**src/design/ids_pkg.sv**
```systemverilog
// Shared types and constants for the interrupt dispatch sequencer.
`default_nettype none

package ids_pkg;

  localparam int unsigned NumSources = 5;
  localparam int unsigned AddrW      = 16;
  localparam int unsigned ByteW      = 8;
  localparam int unsigned CfgIdxW    = 3;
  localparam int unsigned CfgDataW   = 16;

  // Position of each machine cycle inside the five-step entry sequence.
  typedef enum logic [2:0] {
    PHASE_ONE   = 3'd0,
    PHASE_TWO   = 3'd1,
    PHASE_PUSHH = 3'd2,
    PHASE_PUSHL = 3'd3,
    PHASE_JUMP  = 3'd4
  } phase_e;

  typedef enum logic [2:0] {
    SRC_VBLANK = 3'd0,
    SRC_STAT   = 3'd1,
    SRC_TIMER  = 3'd2,
    SRC_SERIAL = 3'd3,
    SRC_JOYPAD = 3'd4
  } source_e;

  // Configuration register indexes.
  localparam logic [CfgIdxW-1:0] RegVecVblank = 3'd0;
  localparam logic [CfgIdxW-1:0] RegVecStat   = 3'd1;
  localparam logic [CfgIdxW-1:0] RegVecTimer  = 3'd2;
  localparam logic [CfgIdxW-1:0] RegVecSerial = 3'd3;
  localparam logic [CfgIdxW-1:0] RegVecJoypad = 3'd4;

  localparam logic [NumSources-1:0][AddrW-1:0] VectorReset = {
    16'h0060, 16'h0058, 16'h0050, 16'h0048, 16'h0040
  };

  localparam logic [ByteW-1:0] MaskVblank = 8'h01;
  localparam logic [ByteW-1:0] MaskStat   = 8'h02;
  localparam logic [ByteW-1:0] MaskTimer  = 8'h04;
  localparam logic [ByteW-1:0] MaskSerial = 8'h08;
  localparam logic [ByteW-1:0] MaskJoypad = 8'h10;

  typedef struct packed {
    logic [AddrW-1:0] prog_counter;
    logic [AddrW-1:0] stack_ptr;
    logic [ByteW-1:0] enable_mask;
    logic [ByteW-1:0] flag_mask;
  } item_t;

  typedef struct packed {
    logic             mem_write_valid;
    logic [AddrW-1:0] mem_write_addr;
    logic [ByteW-1:0] mem_write_data;
    logic [AddrW-1:0] stack_ptr_out;
    logic [AddrW-1:0] prog_counter_out;
    logic             flag_write_valid;
    logic [ByteW-1:0] flag_mask_out;
    logic [2:0]       source_taken;
    logic             master_enable_clear;
    logic             sequence_done;
  } result_t;

endpackage

`default_nettype wire

```
**src/design/ids_if.sv**
```systemverilog
// Valid/ready stream interfaces for the sequencer's input and result channels.
`default_nettype none

interface ids_in_if;
  logic          valid;
  logic          ready;
  ids_pkg::item_t data;

  modport source (output valid, output data, input ready);
  modport sink   (input valid, input data, output ready);
endinterface

interface ids_out_if;
  logic            valid;
  logic            ready;
  ids_pkg::result_t data;

  modport source (output valid, output data, input ready);
  modport sink   (input valid, input data, output ready);
endinterface

`default_nettype wire

```
**src/design/ids_step.sv**
```systemverilog
// Combinational work of one machine cycle of the interrupt entry sequence.
`default_nettype none

module ids_step (
  input  ids_pkg::phase_e                                          phase_i,
  input  ids_pkg::item_t                                           item_i,
  input  logic [ids_pkg::NumSources-1:0][ids_pkg::AddrW-1:0]       vectors_i,
  output ids_pkg::result_t                                         result_o
);

  logic [ids_pkg::AddrW-1:0] sp_dec;
  logic [ids_pkg::ByteW-1:0] pending;
  ids_pkg::source_e          src;
  logic [ids_pkg::ByteW-1:0] clear_mask;

  assign sp_dec  = item_i.stack_ptr - 16'd1;
  assign pending = item_i.enable_mask & item_i.flag_mask;

  // Joypad also serves as the fallback when nothing is pending.
  always_comb begin
    priority if ((pending & ids_pkg::MaskVblank) != '0) begin
      src        = ids_pkg::SRC_VBLANK;
      clear_mask = ids_pkg::MaskVblank;
    end else if ((pending & ids_pkg::MaskStat) != '0) begin
      src        = ids_pkg::SRC_STAT;
      clear_mask = ids_pkg::MaskStat;
    end else if ((pending & ids_pkg::MaskTimer) != '0) begin
      src        = ids_pkg::SRC_TIMER;
      clear_mask = ids_pkg::MaskTimer;
    end else if ((pending & ids_pkg::MaskSerial) != '0) begin
      src        = ids_pkg::SRC_SERIAL;
      clear_mask = ids_pkg::MaskSerial;
    end else begin
      src        = ids_pkg::SRC_JOYPAD;
      clear_mask = ids_pkg::MaskJoypad;
    end
  end

  always_comb begin
    result_o                     = '0;
    result_o.stack_ptr_out       = item_i.stack_ptr;
    result_o.prog_counter_out    = item_i.prog_counter;
    result_o.flag_mask_out       = item_i.flag_mask;
    unique case (phase_i)
      ids_pkg::PHASE_PUSHH: begin
        result_o.mem_write_valid = 1'b1;
        result_o.mem_write_addr  = sp_dec;
        result_o.mem_write_data  = item_i.prog_counter[15:8];
        result_o.stack_ptr_out   = sp_dec;
      end
      ids_pkg::PHASE_PUSHL: begin
        result_o.mem_write_valid = 1'b1;
        result_o.mem_write_addr  = sp_dec;
        result_o.mem_write_data  = item_i.prog_counter[7:0];
        result_o.stack_ptr_out   = sp_dec;
      end
      ids_pkg::PHASE_JUMP: begin
        result_o.prog_counter_out    = vectors_i[src];
        result_o.flag_write_valid    = 1'b1;
        result_o.flag_mask_out       = item_i.flag_mask & ~clear_mask;
        result_o.source_taken        = src;
        result_o.master_enable_clear = 1'b1;
        result_o.sequence_done       = 1'b1;
      end
      default: begin
      end
    endcase
  end

endmodule

`default_nettype wire

```
**src/design/interrupt_dispatch_sequencer.sv**
```systemverilog
// Top level of the interrupt dispatch sequencer: step counter, vectors, two-stage pipeline.
//
//   channel   direction  handshake      payload
//   in_i      sink       valid/ready    ids_pkg::item_t, one machine cycle
//   out_o     source     valid/ready    ids_pkg::result_t, one result per item
//   cfg       write      cfg_we_i       cfg_idx_i selects a jump vector, cfg_data_i
//
// One item per clock is accepted and delivered while results are not stalled; each item passes
// through the input register, then the result register.
// The step counter advances at each input transaction, so steps stay in order under stalls.
// Reset puts the counter at step one and loads the default vectors.
// A stalled result holds in the result register while the input register keeps one more item.
`default_nettype none

module interrupt_dispatch_sequencer (
  input  logic                            clk_i,
  input  logic                            rst_ni,
  ids_in_if.sink                          in_i,
  ids_out_if.source                       out_o,
  input  logic                            cfg_we_i,
  input  logic [ids_pkg::CfgIdxW-1:0]     cfg_idx_i,
  input  logic [ids_pkg::CfgDataW-1:0]    cfg_data_i
);

  ids_pkg::phase_e phase_q, phase_d;

  logic [ids_pkg::NumSources-1:0][ids_pkg::AddrW-1:0] vec_q;

  logic             s1_valid_q;
  ids_pkg::item_t   s1_item_q;
  ids_pkg::phase_e  s1_phase_q;
  logic             out_valid_q;
  ids_pkg::result_t out_result_q;
  ids_pkg::result_t step_result;

  logic out_load;
  logic in_fire;

  assign out_load   = s1_valid_q && (!out_valid_q || out_o.ready);
  assign in_i.ready = !s1_valid_q || out_load;
  assign in_fire    = in_i.valid && in_i.ready;

  always_comb begin
    unique case (phase_q)
      ids_pkg::PHASE_ONE:   phase_d = ids_pkg::PHASE_TWO;
      ids_pkg::PHASE_TWO:   phase_d = ids_pkg::PHASE_PUSHH;
      ids_pkg::PHASE_PUSHH: phase_d = ids_pkg::PHASE_PUSHL;
      ids_pkg::PHASE_PUSHL: phase_d = ids_pkg::PHASE_JUMP;
      ids_pkg::PHASE_JUMP:  phase_d = ids_pkg::PHASE_ONE;
      default:              phase_d = ids_pkg::PHASE_TWO;
    endcase
  end

  always_ff @(posedge clk_i or negedge rst_ni) begin
    if (!rst_ni) begin
      phase_q <= ids_pkg::PHASE_ONE;
    end else if (in_fire) begin
      phase_q <= phase_d;
    end
  end

  always_ff @(posedge clk_i or negedge rst_ni) begin
    if (!rst_ni) begin
      vec_q <= ids_pkg::VectorReset;
    end else if (cfg_we_i) begin
      unique case (cfg_idx_i)
        ids_pkg::RegVecVblank: vec_q[ids_pkg::SRC_VBLANK] <= cfg_data_i;
        ids_pkg::RegVecStat:   vec_q[ids_pkg::SRC_STAT]   <= cfg_data_i;
        ids_pkg::RegVecTimer:  vec_q[ids_pkg::SRC_TIMER]  <= cfg_data_i;
        ids_pkg::RegVecSerial: vec_q[ids_pkg::SRC_SERIAL] <= cfg_data_i;
        ids_pkg::RegVecJoypad: vec_q[ids_pkg::SRC_JOYPAD] <= cfg_data_i;
        default: begin
        end
      endcase
    end
  end

  always_ff @(posedge clk_i or negedge rst_ni) begin
    if (!rst_ni) begin
      s1_valid_q <= 1'b0;
    end else if (in_i.ready) begin
      s1_valid_q <= in_i.valid;
    end
  end

  always_ff @(posedge clk_i) begin
    if (in_fire) begin
      s1_item_q  <= in_i.data;
      s1_phase_q <= phase_q;
    end
  end

  ids_step u_step (
    .phase_i   (s1_phase_q),
    .item_i    (s1_item_q),
    .vectors_i (vec_q),
    .result_o  (step_result)
  );

  always_ff @(posedge clk_i or negedge rst_ni) begin
    if (!rst_ni) begin
      out_valid_q <= 1'b0;
    end else if (!out_valid_q || out_o.ready) begin
      out_valid_q <= s1_valid_q;
    end
  end

  always_ff @(posedge clk_i) begin
    if (out_load) begin
      out_result_q <= step_result;
    end
  end

  assign out_o.valid = out_valid_q;
  assign out_o.data  = out_result_q;

endmodule

`default_nettype wire

```
**src/flat_wrapper.sv**
```systemverilog
// flat-port wrapper written by rule: the top's interface ports become plain ports
module interrupt_dispatch_sequencer_flat 
  (clk_i, rst_ni, cfg_we_i, cfg_idx_i, cfg_data_i, in_i_valid, in_i_data, in_i_ready, out_o_valid, out_o_data, out_o_ready);
  ids_in_if in_i_i ();
  ids_out_if out_o_i ();
  input  logic clk_i;
  input  logic rst_ni;
  input  logic cfg_we_i;
  input  logic [ids_pkg::CfgIdxW-1:0] cfg_idx_i;
  input  logic [ids_pkg::CfgDataW-1:0] cfg_data_i;
  input wire logic [$bits(in_i_i.valid)-1:0] in_i_valid;
  input wire logic [$bits(in_i_i.data)-1:0] in_i_data;
  output wire logic [$bits(in_i_i.ready)-1:0] in_i_ready;
  output wire logic [$bits(out_o_i.valid)-1:0] out_o_valid;
  output wire logic [$bits(out_o_i.data)-1:0] out_o_data;
  input wire logic [$bits(out_o_i.ready)-1:0] out_o_ready;
  assign in_i_i.valid = in_i_valid;
  assign in_i_i.data = in_i_data;
  assign in_i_ready = in_i_i.ready;
  assign out_o_valid = out_o_i.valid;
  assign out_o_data = out_o_i.data;
  assign out_o_i.ready = out_o_ready;
  interrupt_dispatch_sequencer u_core (.clk_i(clk_i), .rst_ni(rst_ni), .in_i(in_i_i), .out_o(out_o_i), .cfg_we_i(cfg_we_i), .cfg_idx_i(cfg_idx_i), .cfg_data_i(cfg_data_i));
endmodule
```
**config.mk**
```make
export PLATFORM = sky130hd
export DESIGN_NAME = interrupt_dispatch_sequencer_flat
export DESIGN_NICKNAME = d
export VERILOG_FILES = /design/src/design/ids_pkg.sv /design/src/design/ids_if.sv /design/src/design/ids_step.sv /design/src/design/interrupt_dispatch_sequencer.sv /design/src/flat_wrapper.sv
export SDC_FILE = /design/constraint.sdc
export NUM_CORES = 1
export LEC_CHECK = 0
export BUFFER_PORTS_ARGS = -buffer_cell sky130_fd_sc_hd__clkbuf_2
export CAP_MARGIN = 20
export CORE_UTILIZATION = 50
export CTS_CLUSTER_SIZE = 14
export DETAILED_ROUTE_END_ITERATION = 10
export PLACE_DENSITY_LB_ADDON = 0.2
export SLEW_MARGIN = 20
export SYNTH_ARGS = -nofsm -noshare
export SYNTH_HDL_FRONTEND = slang
export SYNTH_SLANG_ARGS = --single-unit
```
**constraint.sdc**
```tcl
create_clock -name clk_i -period 3.6 [get_ports clk_i]
set_input_delay 0.18 -clock clk_i [delete_from_list [all_inputs] [get_ports clk_i]]
set_output_delay 0.18 -clock clk_i [all_outputs]
set_load 0.02 [all_outputs]
```
==> run metrics <==
outcome complete, no violations; fin crit period 2.39 ns; setup bufs post-CTS 0; final slew viol count 0; R2R depth 5; Hold Path Depth 2; vias in the first global route approximately 6000; RSZ-0062 raised after global routing no; Fin. Hold Viols 0; die area 0.0174 mm^2; num ports 145; VDD IR max 0.000410 V; Arr. time, crit path approximately 2.6 ns; GR Overflow Total 0; Hold Slack 0.0257 ns; global-route wire length before repair 32.6 mm; Post-synth ARST share 42.3%; DR vias 5790; dominant register cell in the synthesized netlist edfxtp_1; gp weighted congestion slightly below 0.8; clock slew at reported path FFs 0.06 ns; port bufs 140; Core Area 0.0165 mm^2; DRT Wirelength 20.9 mm; multi-input logic area 0.00264 mm^2; Clk Latency, worst-skew pair 0.50 ns; DR vias/cell ~5.7; syn_nets 659; critical path fanouts, max 35; fillers roughly 1200; Pre-Repair DR Iteration Count 5; Final ANT Viol Nets 0; Synth Area in Simple Gates 7.60%; Storage cell area ~0.0056 mm^2; Layout Skew 0.00717 ns; clock buffer depth 3; standard-cell rows 47; setup violation total in the final timing report 0; largest net degree at the start of global routing 86; CTS Hold Bufs 61; Synth Instances 586; DP Wirelength between 10 and 15 mm; TNS Setup 0 ns; starting density of the core 51.1%; P&R area growth vs syn 27.1%; CTS sink count 201; Avg Synthesized Cell Area around 14 um^2; H-Tree Depth 1; CTS Root Cell clkbuf_16; total track usage 24.4%; post-synthesis sequential area ratio 66.6%; synthesized cell area ~0.0084 mm^2; CTS tree built; synthesized flop and latch total 201; power density over the cells ~590 mW/mm^2; main combinational cell family by area after synthesis multiplexers; post-synthesis adder-cell area fraction less than 1%; Avg WL per Cell 20.4 um; CP Launch Type flop; fraction of layout cells with a size suffix above 1 35.8%; Post-synth EDFFs 116; xor/xnor cell area share of the yosys netlist 2.49%; Ys Warns 0; drc violations 0; post-synthesis mux area share 11.8%; cts repair resizes 0; Slew @ Worst Pin approximately 1.1 ns; Hold WC Path Type in -> reg; initial antenna violation count 0; post-synthesis compound-gate area fraction under 10%; design area 0.0107 mm^2; CTS buffer count 22; starting DRC count in detailed routing between 300 and 400; max_slew headroom 24.1%; number of antenna diodes 0; die height between 100 and 150 um; Setup crit end kind flop; MaxCap Viol Count 0; dpl cell area 0.00936 mm^2; Synth cell types a little over 50; Die X between 100 and 150 um; Final nets ~860; WP data required approximately 3.8 ns; max frequency 419 MHz; crit share post-route about two thirds; Leakage 4.37 nW; WS Path Type reg -> reg
## state kept, by name, summed over array words and instances, names as in the netlist
register	cells
u_core.s1_item_q	44
u_core.out_o.valid	1
u_core.s1_phase_q	3
u_core.vec_q	80
u_core.out_o.data	69
u_core.s1_valid_q	1
u_core.phase_q	3
## worst max-delay path: stages, from the launching register on
cell and delay [ns]:
edfxtp_1 0.46, a22oi_2 0.25, buf_4 0.39, nand2_1 0.55, o21ai_0 0.36, o31ai_1 0.11
## cell type report
cell class                      instances  area share (%)
Clock buffer                           33            6.19
Clock inverter                          7           0.770
Inverter                                9           0.315
Multi-Input combinational cell        341            24.6
Sequential cell                       201            52.4
Tap cell                              220            2.57
Timing Repair Buffer                  213            13.1
## kinds of logic (layout without fill, tap and decap cells)
group | count (synthesis) | in the layout
compound gates | 102 | 102
xor+xnor | 24 | 24
fa+ha+maj | 1 | 1
buf+inv | 44 | 262
flops | 201 | 201
mux | 89 | 89
simple gates | 125 | 125
## cell usage after synthesis, types with 4 or more instances
cell type	number	share of area, %
a2111oi_0	16	1.7
a21oi_1	5	0.30
a221oi_1	16	1.7
and3_1	16	1.2
buf_2	4	0.24
buf_4	5	0.44
clkbuf_1	24	1.1
dfrtp_1	75	22
dfstp_2	10	3.1
edfxtp_1	116	41
inv_1	9	0.40
mux2_2	81	11
mux2i_1	8	0.95
nand2_1	37	1.6
nand2b_1	4	0.30
nand3_1	4	0.24
nor2_1	32	1.4
nor3_1	5	0.30
o21a_1	16	1.4
o21ai_0	17	1.0
o31ai_1	19	1.7
or4_1	4	0.36
xnor2_1	8	0.83
xor2_1	16	1.7
## cell usage in the layout (no fill, tap or decap), types with 17 or more instances in the layout
cell,instances
clkbuf_16,24
edfxtp_1,116
o31ai_1,19
clkbuf_2,139
dfrtp_1,75
o21ai_0,17
nor2_1,30
nand2_1,37
mux2_2,81
dlygate4sd3_1,61
## report_power, final
part / internal [mW] / switching (mW)
Sequential: 2.86 / 0.201
Clock: 1.41 / 0.854
Combinational: 0.436 / 0.546
## stage by stage
stage                     setup WS, ns  power, mW  utilization (%)  instances
after detailed placement          1.20       4.02             56.7        923
after CTS                         1.21       6.35             64.9       1024
after floorplan                  0.971       3.67                -        586
after global routing              1.01       6.56             64.9       1024
after global placement            1.28       3.97             56.7        923
final                             1.21       6.31             64.9       1024
## path summary, 6_finish.rpt
check | endpoint | from | slack (ns)
max | u_core.out_o.data[16] | u_core.s1_item_q[1] | 1.21
min | u_core.vec_q[41] | cfg_data_i[9] | 0.03
max reg2reg | u_core.out_o.data[16] | u_core.s1_item_q[1] | 1.21
min reg2reg | u_core.out_o.data[11] | u_core.s1_item_q[6] | 0.42
max in group asynchronous | u_core.s1_valid_q | rst_ni | 2.76
min in group asynchronous | u_core.vec_q[0] | rst_ni | 0.30
## per-layer routing
metal  GRT usage [%]  part of all wire, %
met5               0                    0
met2            41.6                   49
met3            3.65                  5.6
met1            32.2                   43
met4            8.07                  2.8
(Power assumes the default switching activity.)
